===== config.mk =====
export PLATFORM = sky130hd
export DESIGN_NAME = button_press_long_repeat_qualifier_unit
export DESIGN_NICKNAME = d
export VERILOG_FILES = /design/src/design/bplr_pkg.sv /design/src/design/button_press_long_repeat_qualifier_unit.sv /design/src/design/bplr_csr.sv /design/src/design/bplr_step.sv
export SDC_FILE = /design/constraint.sdc
export NUM_CORES = 1
export LEC_CHECK = 0
export BUFFER_PORTS_ARGS = -buffer_cell sky130_fd_sc_hd__clkbuf_2
export CELL_PAD_IN_SITES_DETAIL_PLACEMENT = 1
export CELL_PAD_IN_SITES_GLOBAL_PLACEMENT = 2
export CORE_AREA = 8 8 99 101
export CTS_CLUSTER_SIZE = 24
export DETAILED_ROUTE_END_ITERATION = 8
export DIE_AREA = 0 0 107 109
export PLACE_DENSITY_LB_ADDON = 0.1
export SKIP_LAST_GASP = 1
export SLEW_MARGIN = 20
export SYNTH_ARGS = -nofsm -noshare
export SYNTH_HDL_FRONTEND = slang
export SYNTH_HIERARCHICAL = 1
export SYNTH_SLANG_ARGS = --single-unit

===== constraint.sdc =====
create_clock -name clock -period 6.75 [get_ports clock]
set_input_delay 0 -clock clock [delete_from_list [all_inputs] [get_ports clock]]
set_output_delay 0 -clock clock [all_outputs]
set_load 0.005 [all_outputs]

===== src/design/bplr_pkg.sv =====
// Shared types and constants for the button press qualifier.
// Holds the mode and event codes, the register indexes and the interface structs.
// No dependencies.
package bplr_pkg;

   localparam int unsigned BUTTON_WIDTH = 2;
   localparam int unsigned COUNT_WIDTH  = 8;
   localparam int unsigned PRESS_WIDTH  = 4;
   localparam int unsigned CSR_INDEX_WIDTH = 2;
   localparam int unsigned CSR_DATA_WIDTH  = 8;

   localparam logic [BUTTON_WIDTH-1:0] BUTTON_NONE = 2'd0;

   // Reset values of the configuration registers.
   localparam logic [PRESS_WIDTH-1:0] PRESS_TICKS_RESET        = 4'd3;
   localparam logic [COUNT_WIDTH-1:0] LONG_TICKS_RESET         = 8'd30;
   localparam logic [COUNT_WIDTH-1:0] FIRST_REPEAT_TICKS_RESET = 8'd18;
   localparam logic [COUNT_WIDTH-1:0] REPEAT_INTERVAL_RESET    = 8'd7;

   typedef enum logic [CSR_INDEX_WIDTH-1:0] {
      CSR_PRESS_TICKS        = 2'd0,
      CSR_LONG_TICKS         = 2'd1,
      CSR_FIRST_REPEAT_TICKS = 2'd2,
      CSR_REPEAT_INTERVAL    = 2'd3
   } csr_index_type;

   typedef enum logic [3:0] {
      MODE_IDLE   = 4'b0001,
      MODE_DOWN   = 4'b0010,
      MODE_LONG   = 4'b0100,
      MODE_REPEAT = 4'b1000
   } mode_type;

   typedef enum logic [1:0] {
      EV_PRESS   = 2'd0,
      EV_RELEASE = 2'd1,
      EV_LONG    = 2'd2,
      EV_REPEAT  = 2'd3
   } event_kind_type;

   typedef struct packed {
      logic [PRESS_WIDTH-1:0] press_ticks;
      logic [COUNT_WIDTH-1:0] long_ticks;
      logic [COUNT_WIDTH-1:0] first_repeat_ticks;
      logic [COUNT_WIDTH-1:0] repeat_interval;
   } config_type;

   typedef struct packed {
      mode_type                mode;
      logic [BUTTON_WIDTH-1:0] held_button;
      logic [COUNT_WIDTH-1:0]  tick_count;
   } state_type;

   typedef struct packed {
      logic                    emit;
      event_kind_type          kind;
      logic [BUTTON_WIDTH-1:0] button;
   } event_type;

endpackage


===== src/design/button_press_long_repeat_qualifier_unit.sv =====
// Top level of the button press qualifier with long press and auto-repeat.
// Depends on bplr_pkg, bplr_csr and bplr_step.
//
// Each accepted beat on the req_ channel is one tick's sample of which button
// is down (0 none, 1 select, 2 up, 3 down). The block qualifies a press once
// the same button has been seen on press_ticks consecutive ticks, reports a
// long press when the running count reaches long_ticks, starts auto-repeat
// first_repeat_ticks ticks later and then reports a repeat every
// repeat_interval ticks. Dropping the button, or switching to another one,
// reports a release for the held button; that sample is not counted. Each
// sample produces zero or one beat on the rsp_ channel carrying the event
// kind (0 press, 1 release, 2 long press, 3 repeat) and the button. The block
// takes one sample per clock cycle while results are taken: a sample is held
// in the input register, where the state update and event decision are made
// in a single pass, and an event is loaded into the result register as the
// sample leaves, which raises rsp_valid for the event beat. While a result
// waits and rsp_ready is low, the sample in the input register is held,
// whether it raises an event or not, and req_ready stays low while that
// register is occupied; with rsp_ready high the block takes a sample every
// cycle. Configuration registers are written through csr_wr_en, csr_index
// and csr_wr_data and should only be changed while no sample is in flight.
module button_press_long_repeat_qualifier_unit import bplr_pkg::*; (
   input  logic                       clock,
   input  logic                       reset,
   input  logic                       req_valid,
   output logic                       req_ready,
   input  logic [BUTTON_WIDTH-1:0]    req_sample,
   output logic                       rsp_valid,
   input  logic                       rsp_ready,
   output logic [1:0]                 rsp_event_kind,
   output logic [BUTTON_WIDTH-1:0]    rsp_event_button,
   input  logic                       csr_wr_en,
   input  logic [CSR_INDEX_WIDTH-1:0] csr_index,
   input  logic [CSR_DATA_WIDTH-1:0]  csr_wr_data
);

   config_type cfg;

   // Input register.
   logic                    in_valid_ff;
   logic                    in_valid_in;
   logic [BUTTON_WIDTH-1:0] in_sample_ff;

   // Qualifier state.
   state_type state_ff;
   state_type state_next;
   event_type ev;

   // Result register.
   logic                    out_valid_ff;
   logic                    out_valid_in;
   event_kind_type          out_kind_ff;
   logic [BUTTON_WIDTH-1:0] out_button_ff;

   logic advance;
   logic req_beat;

   bplr_csr u_csr (
      .clock       (clock),
      .reset       (reset),
      .csr_wr_en   (csr_wr_en),
      .csr_index   (csr_index),
      .csr_wr_data (csr_wr_data),
      .cfg         (cfg)
   );

   bplr_step u_step (
      .cfg        (cfg),
      .state      (state_ff),
      .sample     (in_sample_ff),
      .state_next (state_next),
      .ev         (ev)
   );

   // The sample in the input register is processed once the result register
   // is free or is being emptied this cycle, whether or not it raises an event.
   assign advance   = in_valid_ff && (!out_valid_ff || rsp_ready);
   assign req_ready = !in_valid_ff || advance;
   assign req_beat  = req_valid && req_ready;

   always_comb begin
      in_valid_in = in_valid_ff;
      if (req_beat) begin
         in_valid_in = 1'b1;
      end else if (advance) begin
         in_valid_in = 1'b0;
      end
   end

   always_comb begin
      out_valid_in = out_valid_ff;
      if (advance && ev.emit) begin
         out_valid_in = 1'b1;
      end else if (rsp_ready) begin
         out_valid_in = 1'b0;
      end
   end

   always_ff @(posedge clock) begin
      if (reset) begin
         in_valid_ff          <= 1'b0;
         out_valid_ff         <= 1'b0;
         state_ff.mode        <= MODE_IDLE;
         state_ff.held_button <= BUTTON_NONE;
         state_ff.tick_count  <= '0;
      end else begin
         in_valid_ff  <= in_valid_in;
         out_valid_ff <= out_valid_in;
         if (advance) begin
            state_ff <= state_next;
         end
      end
   end

   always_ff @(posedge clock) begin
      if (req_beat) begin
         in_sample_ff <= req_sample;
      end
      if (advance && ev.emit) begin
         out_kind_ff   <= ev.kind;
         out_button_ff <= ev.button;
      end
   end

   assign rsp_valid        = out_valid_ff;
   assign rsp_event_kind   = out_kind_ff;
   assign rsp_event_button = out_button_ff;

   // Outside idle a button is always held.
   assert property (@(posedge clock) disable iff (reset)
      state_ff.mode != MODE_IDLE |-> state_ff.held_button != BUTTON_NONE)
      else $error("non-idle mode without a held button");

   // An event produced by the step logic always lands in the result register.
   assert property (@(posedge clock) disable iff (reset)
      advance && ev.emit |=> out_valid_ff && out_button_ff == $past(ev.button))
      else $error("event lost on its way to the result register");

   // A release always returns the qualifier to a clean idle state.
   assert property (@(posedge clock) disable iff (reset)
      advance && ev.emit && ev.kind == EV_RELEASE |=>
         state_ff.mode == MODE_IDLE && state_ff.held_button == BUTTON_NONE &&
         state_ff.tick_count == '0)
      else $error("release did not clear the qualifier state");

   // A sample waiting in the input register is neither dropped nor overwritten.
   assert property (@(posedge clock) disable iff (reset)
      in_valid_ff && !advance |=> in_valid_ff && $stable(in_sample_ff))
      else $error("stalled sample was lost");

endmodule


===== src/design/bplr_csr.sv =====
// Configuration registers of the button press qualifier.
// Depends on bplr_pkg for the register indexes and the config struct.
module bplr_csr import bplr_pkg::*; (
   input  logic                       clock,
   input  logic                       reset,
   input  logic                       csr_wr_en,
   input  logic [CSR_INDEX_WIDTH-1:0] csr_index,
   input  logic [CSR_DATA_WIDTH-1:0]  csr_wr_data,
   output config_type                 cfg
);

   config_type cfg_ff;
   config_type cfg_in;

   always_comb begin
      cfg_in = cfg_ff;
      if (csr_wr_en) begin
         case (csr_index_type'(csr_index))
            CSR_PRESS_TICKS:        cfg_in.press_ticks = csr_wr_data[PRESS_WIDTH-1:0];
            CSR_LONG_TICKS:         cfg_in.long_ticks = csr_wr_data;
            CSR_FIRST_REPEAT_TICKS: cfg_in.first_repeat_ticks = csr_wr_data;
            CSR_REPEAT_INTERVAL:    cfg_in.repeat_interval = csr_wr_data;
            default:                cfg_in = cfg_ff;
         endcase
      end
   end

   always_ff @(posedge clock) begin
      if (reset) begin
         cfg_ff.press_ticks        <= PRESS_TICKS_RESET;
         cfg_ff.long_ticks         <= LONG_TICKS_RESET;
         cfg_ff.first_repeat_ticks <= FIRST_REPEAT_TICKS_RESET;
         cfg_ff.repeat_interval    <= REPEAT_INTERVAL_RESET;
      end else begin
         cfg_ff <= cfg_in;
      end
   end

   assign cfg = cfg_ff;

endmodule


===== src/design/bplr_step.sv =====
// Next-state and event logic for one sample of the button press qualifier.
// Purely combinational; depends on bplr_pkg for the mode, event and struct types.
module bplr_step import bplr_pkg::*; (
   input  config_type              cfg,
   input  state_type               state,
   input  logic [BUTTON_WIDTH-1:0] sample,
   output state_type               state_next,
   output event_type               ev
);

   logic [COUNT_WIDTH-1:0] count_inc;

   assign count_inc = state.tick_count + COUNT_WIDTH'(1);

   always_comb begin
      state_next = state;
      ev.emit    = 1'b0;
      ev.kind    = EV_PRESS;
      ev.button  = state.held_button;

      case (state.mode)
         MODE_IDLE: begin
            if (sample == BUTTON_NONE) begin
               state_next.held_button = BUTTON_NONE;
               state_next.tick_count  = '0;
            end else if (state.held_button == BUTTON_NONE || sample == state.held_button) begin
               // Same button as the one being counted, or the first one seen.
               state_next.held_button = sample;
               state_next.tick_count  = count_inc;
               if (count_inc >= COUNT_WIDTH'(cfg.press_ticks)) begin
                  state_next.mode = MODE_DOWN;
                  ev.emit   = 1'b1;
                  ev.kind   = EV_PRESS;
                  ev.button = sample;
               end
            end else begin
               // A different button restarts the count without a press check.
               state_next.held_button = sample;
               state_next.tick_count  = COUNT_WIDTH'(1);
            end
         end
         MODE_DOWN, MODE_LONG, MODE_REPEAT: begin
            if (sample != state.held_button) begin
               state_next.mode        = MODE_IDLE;
               state_next.held_button = BUTTON_NONE;
               state_next.tick_count  = '0;
               ev.emit = 1'b1;
               ev.kind = EV_RELEASE;
            end else begin
               state_next.tick_count = count_inc;
               if (state.mode == MODE_DOWN) begin
                  if (count_inc == cfg.long_ticks) begin
                     state_next.mode       = MODE_LONG;
                     state_next.tick_count = '0;
                     ev.emit = 1'b1;
                     ev.kind = EV_LONG;
                  end
               end else if (state.mode == MODE_LONG) begin
                  if (count_inc >= cfg.first_repeat_ticks) begin
                     state_next.mode       = MODE_REPEAT;
                     state_next.tick_count = '0;
                  end
               end else begin
                  if (count_inc >= cfg.repeat_interval) begin
                     state_next.tick_count = '0;
                     ev.emit = 1'b1;
                     ev.kind = EV_REPEAT;
                  end
               end
            end
         end
         default: begin
            state_next.mode        = MODE_IDLE;
            state_next.held_button = BUTTON_NONE;
            state_next.tick_count  = '0;
         end
      endcase
   end

endmodule


==> impl_metrics.csv, run 1 <==
group,metric,value,unit
run_status,outcome,"complete, no violations",
sta,fin_setup_tns,0,ns
global_routing,grt_use_total,14.7,%
sta,slew_viol_final,0,
sta,fmaxAchievable,275,MHz
clock_tree,clock_path_buffers,2,
clock_tree,root_buffer,"clkbuf_8",
detailed_routing,post-route-drc-count,0,
worst_setup_path,cp_data_arrival_time,3.69,ns
worst_setup_path,worstSetupPathType,"register to register",
yosys,synth_edf_count,6,
detailed_routing,avgRoutedWirePerCell,16.0,um
yosys,synth_area,3320,um^2
worst_setup_path,path_cells,"ha_1 -> and3_1 -> xnor2_1 -> ha_1 -> a21o_1 -> a221oi_1 -> a21oi_1 -> o22a_1 -> a22o_1 -> a211o_1 -> nand2_1 -> nor2_1",
sta,hold_violations,0,
die,dieArea,11700,um^2
global_routing,grt_pass1_vias,2763,
global_routing,grt_max_degree,71,
die,rows,34,
die,die_h,109,um
detailed_routing,viasPerCell,5.17,
yosys,ys_ff_latch,50,
layout,mostFrequentLayoutCells,"52 x nand2b_1, 44 x dfxtp_1, 42 x mux2i_1",
detailed_routing,dr_total_vias,2615,
worst_setup_path,path_max_fanout,12,
power_and_ir_drop,powerDensity,159,nW/um^2
detailed_routing,dr.first_iter.drc_count,51,
layout,diodes,0,
yosys,synthArstFlopShare,0,%
yosys,synth_nets,414,
power_and_ir_drop,intPower,0.000422,W
sta,finalCriticalPeriod,3.63,ns
die,start_util,39.6,%
clock_tree,cts_max_level,2,
worst_setup_path,start_kind,"register",
yosys,seq_area_frac_synth,32.0,%
die,core_area,8380,um^2
detailed_routing,drt_pass1_iterations,4,
sta,slew_headroom,31.1,%
worst_setup_path,cp-end-kind,"register",
die,io_pins,23,
layout,drive_gt1_share,8.79,%
placed_design,hpwl,6.22,mm
worst_setup_path,critical-path-max-stage-delay,0.64,ns
sta,rsz0062_at_grt,"false",
placed_design,gp_congestion,0.784,
clock_tree,cts_tree,"done",
clock_tree,cts_buffers,5,
layout,fin_util,43.2,%
sta,period_share,53.8,%
global_routing,grt_pass1_wl,13.8,mm
sta,setup_viol,0,
placed_design,io_buffers,22,
clock_tree,clock-sinks,50,
clock_tree,clkSlewWorstSetupHoldPaths,0.10,ns
yosys,synthCells,378,
die,die_width,107,um
sta,fin_skew,0.0115,ns
worst_setup_path,path_delay_family,"compound AO/OA/AOI/OAI gates",
worst_setup_path,crit_buf_inv,0,
worst_setup_path,ff2ff_setup_slack,3.12,ns
hold_path,hold_path.class,"input pin to register",
power_and_ir_drop,switching_power,0.000154,W
yosys,yosys.cell_types.count,58,
worst_setup_path,critPathMostFrequentCell,"ha_1",
global_routing,overflow,0,
yosys,avgSynthCellArea,8.77,um^2
job,maxCapViolations,0,
power_and_ir_drop,power_leakage,1.49,nW
power_and_ir_drop,vdd_drop_max,72.7,uV
sta,tightest_slew,1.03,ns
layout,synthToLayoutAreaGrowth,9.21,%
global_routing,antenna_found_initial,0,
worst_setup_path,cpMaxStageDelayCell,"dfxtp_1",
yosys,synth_top_flop_cell,"dfxtp_1",
power_and_ir_drop,combPwrFrac,13.9,%
power_and_ir_drop,clock_power_share,30.4,%
yosys,ys_warn_count,6,
layout,layout.cells.most_common,"nand2b_1",
detailed_routing,wl,8.10,mm
power_and_ir_drop,p_sw_share,26.7,%
power_and_ir_drop,seqPwrFrac,55.7,%
layout,num-nets-final,433,
clock_tree,clk_latency,0.31,ns
clock_tree,cts_setup_buffers,0,
worst_setup_path,cp.required,6.81,ns
detailed_routing,ant_nets,0,
power groups by stage:
stage | combinational, W | sequential [W] | clock, W
6_report | 0.0000802 | 0.000321 | 0.000175
3_5_place_dp | 0.0000767 | 0.000328 | 0
2_1_floorplan | 0.0000589 | 0.000324 | 0
4_1_cts | 0.0000814 | 0.000321 | 0.000179
3_3_place_gp | 0.0000764 | 0.000328 | 0
5_1_grt | 0.0000896 | 0.000323 | 0.000193
routing by layer:
layer,routed length (um),GRT usage (%),vias to the layer above
met2,3910,26.5,36
li1,-,-,1335
met1,3850,17.5,1238
met5,0,0,-
met3,255,2.72,6
met4,88,4.22,0
tightest hold or removal path, delay by kind of cell:
family | cells | cell delay [ns]
AND/OR/NAND/NOR | 1 | 0.12
buffers and inverters | 1 | 0.08
multiplexers | 1 | 0.09
repair_timing:
| item | in CTS | in global routing |
|---|---|---|
| resized for setup | 0 | 0 |
| hold endpoints to repair | 19 | 0 |
| hold buffers | 9 | 0 |
final timing paths:
path	start	endpoint	cells past startpoint
worst max-delay path	state_ff[0]	rsp_event_kind[0]	12
worst min-delay path	csr_wr_data[6]	u_csr/cfg[14]	3
worst max register to register	state_ff[0]	rsp_event_kind[0]	12
worst min register to register	u_csr/cfg[13]	u_csr/cfg[13]	2
area by class of cell:
cell class,instances,area (um^2)
clock buffer,8,80.1
fill,986,4760
inverter,20,75.1
multi-input combinational,289,2070
sequential,50,1060
tap,108,135
timing repair buffer,31,200
state kept, by name, summed over array words and instances (netlist names):
signal	count
in_valid_ff	1
rsp_event_kind	2
rsp_valid	1
rsp_event_button	2
in_sample_ff	2
state_ff	14
u_csr/cfg	28
synth_stat cells, types with 3 or more instances:
cell type   n  area (um^2)
nand2b_1   52          325
dfxtp_1    44          881
mux2i_1    42          420
nor2_1     40          150
inv_1      20         75.1
ha_1       19          238
nand2_1    18         67.6
o21ai_0    12         60.1
clkbuf_1   10         37.5
a21oi_1     9         45.0
nand3_1     7         35.0
nor2b_1     7         43.8
xnor2_1     7         61.3
xor2_1      7         61.3
buf_2       6         30.0
edfxtp_1    6          180
nor3_1      5         25.0
and3_1      4         25.0
nand3b_1    4         30.0
a211oi_1    3         22.5
nand4_1     3         18.8
o21ai_1     3         15.0
cell families after synthesis:
| logic type | count (synthesis) | synth area share [%] |
|---|---|---|
| fa+ha+maj | 19 | 7.17 |
| compound gates | 53 | 10.9 |
| buf+inv | 39 | 5.58 |
| simple gates | 158 | 26.8 |
| mux | 44 | 13.4 |
| flops | 50 | 32.0 |
| xor+xnor | 15 | 4.19 |
stage by stage:
step | hold slack [ns] | instances | area, um^2 | power [W] | setup WS [ns]
floorplan | 0.0989 | 378 | 3320 | 0.000383 | 3.67
global placement | 0.182 | 489 | 3450 | 0.000404 | 3.32
detailed placement | 0.179 | 489 | 3450 | 0.000405 | 3.13
CTS | 0.00666 | 506 | 3620 | 0.000582 | 3.08
global route | 0.00773 | 506 | 3620 | 0.000605 | 2.73
finish | 0.0169 | 506 | 3620 | 0.000576 | 3.12
(Power assumes the default switching activity.)
==> run 2, diff against run 1 <==
--- a/config.mk
+++ b/config.mk
@@ -5,13 +5,14 @@
 export SDC_FILE = /design/constraint.sdc
 export NUM_CORES = 1
 export LEC_CHECK = 0
+export ABC_AREA = 1
 export BUFFER_PORTS_ARGS = -buffer_cell sky130_fd_sc_hd__clkbuf_2
 export CELL_PAD_IN_SITES_DETAIL_PLACEMENT = 1
 export CELL_PAD_IN_SITES_GLOBAL_PLACEMENT = 2
-export CORE_AREA = 8 8 99 101
+export CORE_AREA = 8 8 113 115
 export CTS_CLUSTER_SIZE = 24
 export DETAILED_ROUTE_END_ITERATION = 8
-export DIE_AREA = 0 0 107 109
+export DIE_AREA = 0 0 121 123
 export PLACE_DENSITY_LB_ADDON = 0.1
 export SKIP_LAST_GASP = 1
 export SLEW_MARGIN = 20
==> constraint.sdc (replaced) <==
create_clock -name clock -period 3.4 [get_ports clock]
set_input_delay 0 -clock clock [delete_from_list [all_inputs] [get_ports clock]]
set_output_delay 0 -clock clock [all_outputs]
set_load 0.005 [all_outputs]
==> run 2 against run 1 <==
Against the previous run: synthesized cell count up 47%; cell area up 10%; via count increased by 32%; final cell count is 44% higher; critical endpoint unchanged; largest power group unchanged.
==> impl_metrics.csv, run 2 <==
group,metric,value,unit
yosys,synth_area,3520,um^2
global_routing,antenna_found_initial,0,
power_and_ir_drop,clock_power_share,33.2,%
yosys,ys_ff_latch,50,
die,core_area,11100,um^2
yosys,synth_nets,591,
worst_setup_path,path_cells,"ha_1 -> nand2_1 -> nor2_2 -> nand2_1 -> nand2_1 -> inv_1 -> ha_1 -> nand2_1 -> inv_1 -> nand2_1 -> nand2_1 -> nand2_2 -> nand2_2 -> nand2_1 -> nand2_1 -> a21oi_1 -> o21ai_1 -> inv_1 -> nor2_2",
yosys,yosys.cell_types.count,38,
yosys,netlist_top_cells_area,"dfxtp_1 25%, nand2_1 17%, inv_1 9.8%, nand3_1 8.1%, ha_1 6.8%",
detailed_routing,avgRoutedWirePerCell,14.9,um
worst_setup_path,reg2regPathDepth,19,
power_and_ir_drop,combPwrFrac,23.5,%
global_routing,grt_max_degree,30,
power_and_ir_drop,intPower,0.00103,W
sta,fin_skew,0.00358,ns
yosys,avgSynthCellArea,6.34,um^2
power_and_ir_drop,p_sw_share,33.1,%
yosys,ys_warn_count,6,
layout,drive_gt1_share,11.1,%
worst_setup_path,cpMaxStageDelayCell,"dfxtp_1",
clock_tree,cts_buffers,5,
hold_path,hold-path-cell-count,3,
power_and_ir_drop,switching_power,0.000510,W
die,die_width,121,um
die,dieArea,14900,um^2
global_routing,grt_pass1_vias,3584,
sta,slew_headroom,43.5,%
power_and_ir_drop,vdd_drop_max,296,uV
sta,finalCriticalPeriod,3.04,ns
detailed_routing,highest_layer,"met4",
global_routing,grt_pass1_wl,17.9,mm
global_routing,grt_use_total,15.3,%
worst_setup_path,start_kind,"register",
job,maxCapViolations,0,
sta,slew_viol_final,0,
worst_setup_path,cp-end-kind,"register",
sta,fin_setup_tns,0,ns
yosys,synth_edf_count,6,
detailed_routing,wl_met3,244,um
layout,synthToLayoutAreaGrowth,13.2,%
worst_setup_path,cp.depth,19,
power_and_ir_drop,power_leakage,2.03,nW
yosys,synth.top_cell.area_share,25.0,%
detailed_routing,ant_nets,0,
clock_tree,root_buffer,"clkbuf_16",
yosys,synthArstFlopShare,0,%
layout,num-nets-final,619,
clock_tree,clock_path_buffers,2,
global_routing,overflow,0,
placed_design,gp_congestion,0.773,
yosys,yosys-top-cells-count,"162 x nand2_1, 92 x inv_1, 58 x nor2_1",
worst_setup_path,worstSetupPathType,"register to register",
yosys,synth_top_flop_cell,"dfxtp_1",
yosys,yosysMostFrequentCell,"nand2_1",
power_and_ir_drop,seqPwrFrac,43.3,%
layout,diodes,0,
clock_tree,clk_latency,0.30,ns
worst_setup_path,path_max_fanout,8,
worst_setup_path,cp_data_arrival_time,3.03,ns
worst_setup_path,critPathMostFrequentCell,"nand2_1",
die,die_h,123,um
clock_tree,cts_max_level,2,
detailed_routing,drt_pass1_iterations,4,
yosys,synthCells,555,
clock_tree,clkSlewWorstSetupHoldPaths,0.07,ns
clock_tree,cts_setup_buffers,0,
run_status,outcome,"complete, no violations",
layout,layout.cells.most_common,"nand2_1",
sta,timing.hold.ws,0.00526,ns
sta,fmaxAchievable,329,MHz
yosys,yosysTopAreaCell,"dfxtp_1",
die,start_util,31.8,%
worst_setup_path,critical-path-max-stage-delay,0.52,ns
detailed_routing,viasPerCell,4.75,
worst_setup_path,cp.required,3.39,ns
sta,hold_violations,0,
detailed_routing,wl_met2,5.55,mm
detailed_routing,wl_met1,4.82,mm
placed_design,hpwl,8.36,mm
die,io_pins,23,
sta,period_share,89.4,%
placed_design,io_buffers,22,
layout,largest_reg_flops,28,
detailed_routing,wl,10.8,mm
hold_path,hold_path.class,"input pin to register",
layout,mostFrequentLayoutCells,"162 x nand2_1, 92 x inv_1, 57 x nand3_1, 57 x nor2_1, 44 x dfxtp_1",
sta,rsz0062_at_grt,"false",
sta,setup_viol,0,
detailed_routing,post-route-drc-count,0,
sta,tightest_slew,0.841,ns
clock_tree,cts_tree,"done",
worst_setup_path,crit_buf_inv,3,
clock_tree,clock-sinks,50,
worst_setup_path,path_delay_family,"simple AND/OR/NAND/NOR gates",
die,rows,39,
yosys,seq_area_frac_synth,30.2,%
power_and_ir_drop,powerDensity,387,nW/um^2
detailed_routing,dr_total_vias,3455,
detailed_routing,dr.first_iter.drc_count,138,
==> run 2: cell types whose count changed in the layout (fill, tap and decap cells not counted), moves of 17 or more <==
cell and delta:
nand2b_1 -52, mux2i_1 -42, inv_1 +72, nand3_1 +50, nand4_1 +18, nand2_1 +144, a21oi_1 +17, nor2_1 +17
==> run 2: worst paths after layout <==
| kind | start | to | slack [ns] |
|---|---|---|---|
| worst max-delay path | state_ff[0] | rsp_event_kind[0] | 0.36 |
| worst min register to register | u_csr/cfg[18] | u_csr/cfg[18] | 0.48 |
| worst min-delay path | csr_wr_data[1] | u_csr/cfg[1] | 0.005 |
| worst max register to register | state_ff[0] | rsp_event_kind[0] | 0.36 |
==> run 2: what timing repair did <==
item | CTS | global route
hold buffers | 9 | 0
resized for setup | 0 | 1
endpoints found under the hold margin | 11 | 0
endpoints found under the setup margin | 0 | 4
==> run 2: power by group through the flow <==
stage | sequential, W | combinational, W | clock [W]
2_1_floorplan | 0.000667 | 0.000262 | 0
3_3_place_gp | 0.000680 | 0.000350 | 0
3_5_place_dp | 0.000681 | 0.000358 | 0
4_1_cts | 0.000668 | 0.000368 | 0.000533
5_1_grt | 0.000672 | 0.000417 | 0.000561
6_report | 0.000667 | 0.000362 | 0.000511
==> run 2: layout make-up <==
type / instances / area, um^2
fill: 1434 / 7100
multi-input combinational: 388 / 1980
sequential: 50 / 1060
inverter: 102 / 383
timing repair buffer: 36 / 238
tap: 143 / 179
clock buffer: 5 / 125
clock inverter: 3 / 16.3
==> run 2: metal layers <==
metal,up-vias,GRT usage [%]
li1,1797,-
met1,1607,17.3
met2,37,28.2
met3,14,3.15
met4,0,5.07
met5,-,0
==> run 2: through the flow <==
step | util [%] | total power (W) | worst slack, ns | std cells | cell area [um^2]
2_1_floorplan | - | 0.000929 | 0.776 | 555 | 3520
3_3_place_gp | 33.8 | 0.00103 | 0.438 | 710 | 3750
3_5_place_dp | 33.8 | 0.00104 | 0.298 | 710 | 3750
4_1_cts | 35.9 | 0.00157 | 0.272 | 727 | 3980
5_1_grt | 35.9 | 0.00165 | 0.0444 | 727 | 3980
6_report | 35.9 | 0.00154 | 0.360 | 727 | 3980
==> run 2: logic make-up (layout without fill, tap and decap cells) <==
| kind of cell | after synthesis | count (layout) | share of synthesized area, % |
|---|---|---|---|
| AOI/OAI and AO/OA | 42 | 42 | 7.08 |
| xor gates and xnor gates | 7 | 7 | 1.74 |
| adders and majority gates | 19 | 19 | 6.76 |
| buffers and inverters | 117 | 146 | 13.7 |
| DFF | 50 | 50 | 30.2 |
| and+or+nand+nor | 320 | 320 | 40.6 |
==> run 2: worst register-to-register path: stages (launching register included) <==
cell	delay, ns
dfxtp_1	0.52
ha_1	0.28
nand2_1	0.08
nor2_2	0.17
nand2_1	0.07
nand2_1	0.11
inv_1	0.15
ha_1	0.31
nand2_1	0.05
inv_1	0.04
nand2_1	0.04
nand2_1	0.06
nand2_2	0.11
nand2_2	0.09
nand2_1	0.07
nand2_1	0.10
a21oi_1	0.08
o21ai_1	0.12
inv_1	0.07
nor2_2	0.22
==> run 3, diff against run 2 <==
--- a/config.mk
+++ b/config.mk
@@ -5,14 +5,14 @@
 export SDC_FILE = /design/constraint.sdc
 export NUM_CORES = 1
 export LEC_CHECK = 0
-export ABC_AREA = 1
+export ABC_AREA = 0
 export BUFFER_PORTS_ARGS = -buffer_cell sky130_fd_sc_hd__clkbuf_2
 export CELL_PAD_IN_SITES_DETAIL_PLACEMENT = 1
 export CELL_PAD_IN_SITES_GLOBAL_PLACEMENT = 2
-export CORE_AREA = 8 8 113 115
+export CORE_AREA = 8 8 103 105
 export CTS_CLUSTER_SIZE = 24
 export DETAILED_ROUTE_END_ITERATION = 8
-export DIE_AREA = 0 0 121 123
+export DIE_AREA = 0 0 111 113
 export PLACE_DENSITY_LB_ADDON = 0.1
 export SKIP_LAST_GASP = 1
 export SLEW_MARGIN = 20
==> run 3 against run 2 <==
Against the previous run: final cell count decreased by 28%; first-iteration DRC count decreased by 39%; critical path depth decreased by 7; worst hold slack improved by 0.013 ns; via count decreased by 22%.
==> impl_metrics.csv, run 3 (synthesis gave the netlist of run 1 again) <==
group,metric,value,unit
global_routing,overflow,0,
layout,drive_gt1_share,12.7,%
sta,finalCriticalPeriod,3.14,ns
global_routing,grt_pass1_wl,14.7,mm
clock_tree,cts_max_level,2,
clock_tree,clock_path_buffers,2,
worst_setup_path,critPathMostFrequentCell,"nor2_1",
sta,timing.hold.ws,0.0184,ns
sta,slew_headroom,28.4,%
clock_tree,cts_buffers,5,
global_routing,antenna_found_initial,0,
global_routing,grt_max_degree,47,
global_routing,grt_use_total,14.4,%
layout,synthToLayoutAreaGrowth,12.5,%
hold_path,hold_end,"u_csr/cfg[1]",
detailed_routing,dr_total_vias,2700,
worst_setup_path,cp.required,3.47,ns
clock_tree,clock-sinks,50,
die,dieArea,12500,um^2
worst_setup_path,cp_data_arrival_time,3.21,ns
sta,fmaxAchievable,318,MHz
worst_setup_path,start_kind,"register",
sta,period_share,92.5,%
worst_setup_path,path_cells,"nand3_1 -> nor2_1 -> xor2_1 -> ha_1 -> and3_1 -> a221oi_2 -> a21oi_1 -> o22a_1 -> a22o_1 -> a211o_1 -> nand2_1 -> nor2_1",
detailed_routing,viasPerCell,5.19,
die,io_pins,23,
hold_path,hold_path.class,"input pin to register",
worst_setup_path,reg2regPathDepth,12,
sta,fin_setup_tns,0,ns
worst_setup_path,cp-end-kind,"register",
die,die_h,113,um
die,die_width,111,um
worst_setup_path,worstSetupPathType,"register to register",
sta,fin_skew,0.0108,ns
detailed_routing,wl,8.90,mm
job,maxCapViolations,0,
layout,layout.cells.most_common,"nand2b_1",
global_routing,grt_pass1_vias,2851,
layout,fillCellCount,1071,
detailed_routing,avgRoutedWirePerCell,17.1,um
placed_design,io_buffers,22,
clock_tree,clk_latency,0.31,ns
detailed_routing,drt_pass1_iterations,4,
worst_setup_path,r2r_start,"state_ff[1]",
hold_path,hold-path-cell-count,3,
detailed_routing,dr.first_iter.drc_count,84,
die,start_util,36.9,%
sta,hold_violations,0,
placed_design,gp_congestion,0.859,
sta,rsz0062_at_grt,"false",
worst_setup_path,path_max_fanout,6,
clock_tree,root_buffer,"clkbuf_8",
run_status,outcome,"complete, no violations",
die,rows,35,
power_and_ir_drop,vdd_drop_max,142,uV
layout,mostFrequentLayoutCells,"52 x nand2b_1, 43 x dfxtp_1, 42 x mux2i_1",
clock_tree,clkSlewWorstSetupHoldPaths,0.11,ns
worst_setup_path,critical-path-max-stage-delay,0.43,ns
sta,setup_viol,0,
worst_setup_path,ff2ff_setup_slack,0.26,ns
hold_path,hold_start,"csr_wr_data[1]",
clock_tree,cts_tree,"done",
layout,num-nets-final,444,
sta,tightest_slew,1.07,ns
placed_design,hpwl,6.90,mm
layout,largest_reg_flops,28,
die,core_area,8980,um^2
detailed_routing,post-route-drc-count,0,
layout,diodes,0,
worst_setup_path,reg2reg_to,"rsp_event_kind[0]",
sta,slew_viol_final,0,
worst_setup_path,cpMaxStageDelayCell,"dfxtp_1",
detailed_routing,ant_nets,0,
power_and_ir_drop,powerDensity,315,nW/um^2
power_and_ir_drop,power_leakage,1.55,nW
run 3: how the worst max path moves through the flow:
| stage | startpoint | to | slack, ns | depth (start not counted) |
|---|---|---|---|---|
| floorplan | state_ff[0] | rsp_event_button[0] | 0.32 | 12 |
| global placement | state_ff[3] | rsp_event_button[0] | 0.17 | 12 |
| detailed placement | state_ff[3] | rsp_event_button[0] | 0.11 | 12 |
| CTS | state_ff[3] | rsp_event_kind[0] | 0.11 | 12 |
| global route | state_ff[1] | state_ff[6] | 0.03 | 14 |
| finish | state_ff[1] | rsp_event_kind[0] | 0.26 | 12 |
run 3: power breakdown:
part	total (W)	switching, W	internal (W)	leakage, nW
combinational	0.000175	0.0000944	0.0000809	1.09
sequential	0.000634	0.0000180	0.000616	0.414
clock	0.000367	0.000221	0.000146	0.0374
total	0.00118	0.000333	0.000843	1.55
run 3: worst max-delay path: cells and delay by family (launching register included):
family | cells | cell delay, ns
flip-flops | 1 | 0.43
adder cells (fa/ha/maj) | 1 | 0.31
AND/OR/NAND/NOR | 5 | 0.78
XOR/XNOR | 1 | 0.26
AO/OA/AOI/OAI | 5 | 1.12
run 3: layout make-up:
| cell class | instances | area [um^2] | share of cell area (%) |
|---|---|---|---|
| sequential | 50 | 1060 | 28.5 |
| tap | 111 | 139 | 3.72 |
| clock inverter | 2 | 15.0 | 0.402 |
| clock buffer | 6 | 72.6 | 1.95 |
| inverter | 20 | 75.1 | 2.01 |
| timing repair buffer | 42 | 283 | 7.58 |
| multi-input combinational | 289 | 2080 | 55.9 |
run 3: repair_timing:
action	in CTS	in global routing
buffers inserted	0	0
hold buffers	9	0
setup endpoints to repair	0	7
resized for setup	0	4
endpoints found under the hold margin	20	0
run 3: layer usage:
metal  share of wire [%]  vias up  GRT usage (%)
li1                    -     1355              -
met1                  44     1314           16.0
met2                  53       24           27.7
met3                 2.1        7           2.33
met4                0.83        0           3.33
met5                   0        -              0
run 3: per-stage QoR:
step	cell area, um^2	utilization [%]	std cells	setup WS [ns]	power (W)
after floorplan	3320	-	378	0.318	0.000759
after global placement	3540	39.4	503	0.173	0.000812
after detailed placement	3540	39.4	503	0.110	0.000816
after CTS	3710	41.4	520	0.109	0.00119
after global routing	3730	41.6	520	0.0346	0.00123
final	3730	41.6	520	0.256	0.00118
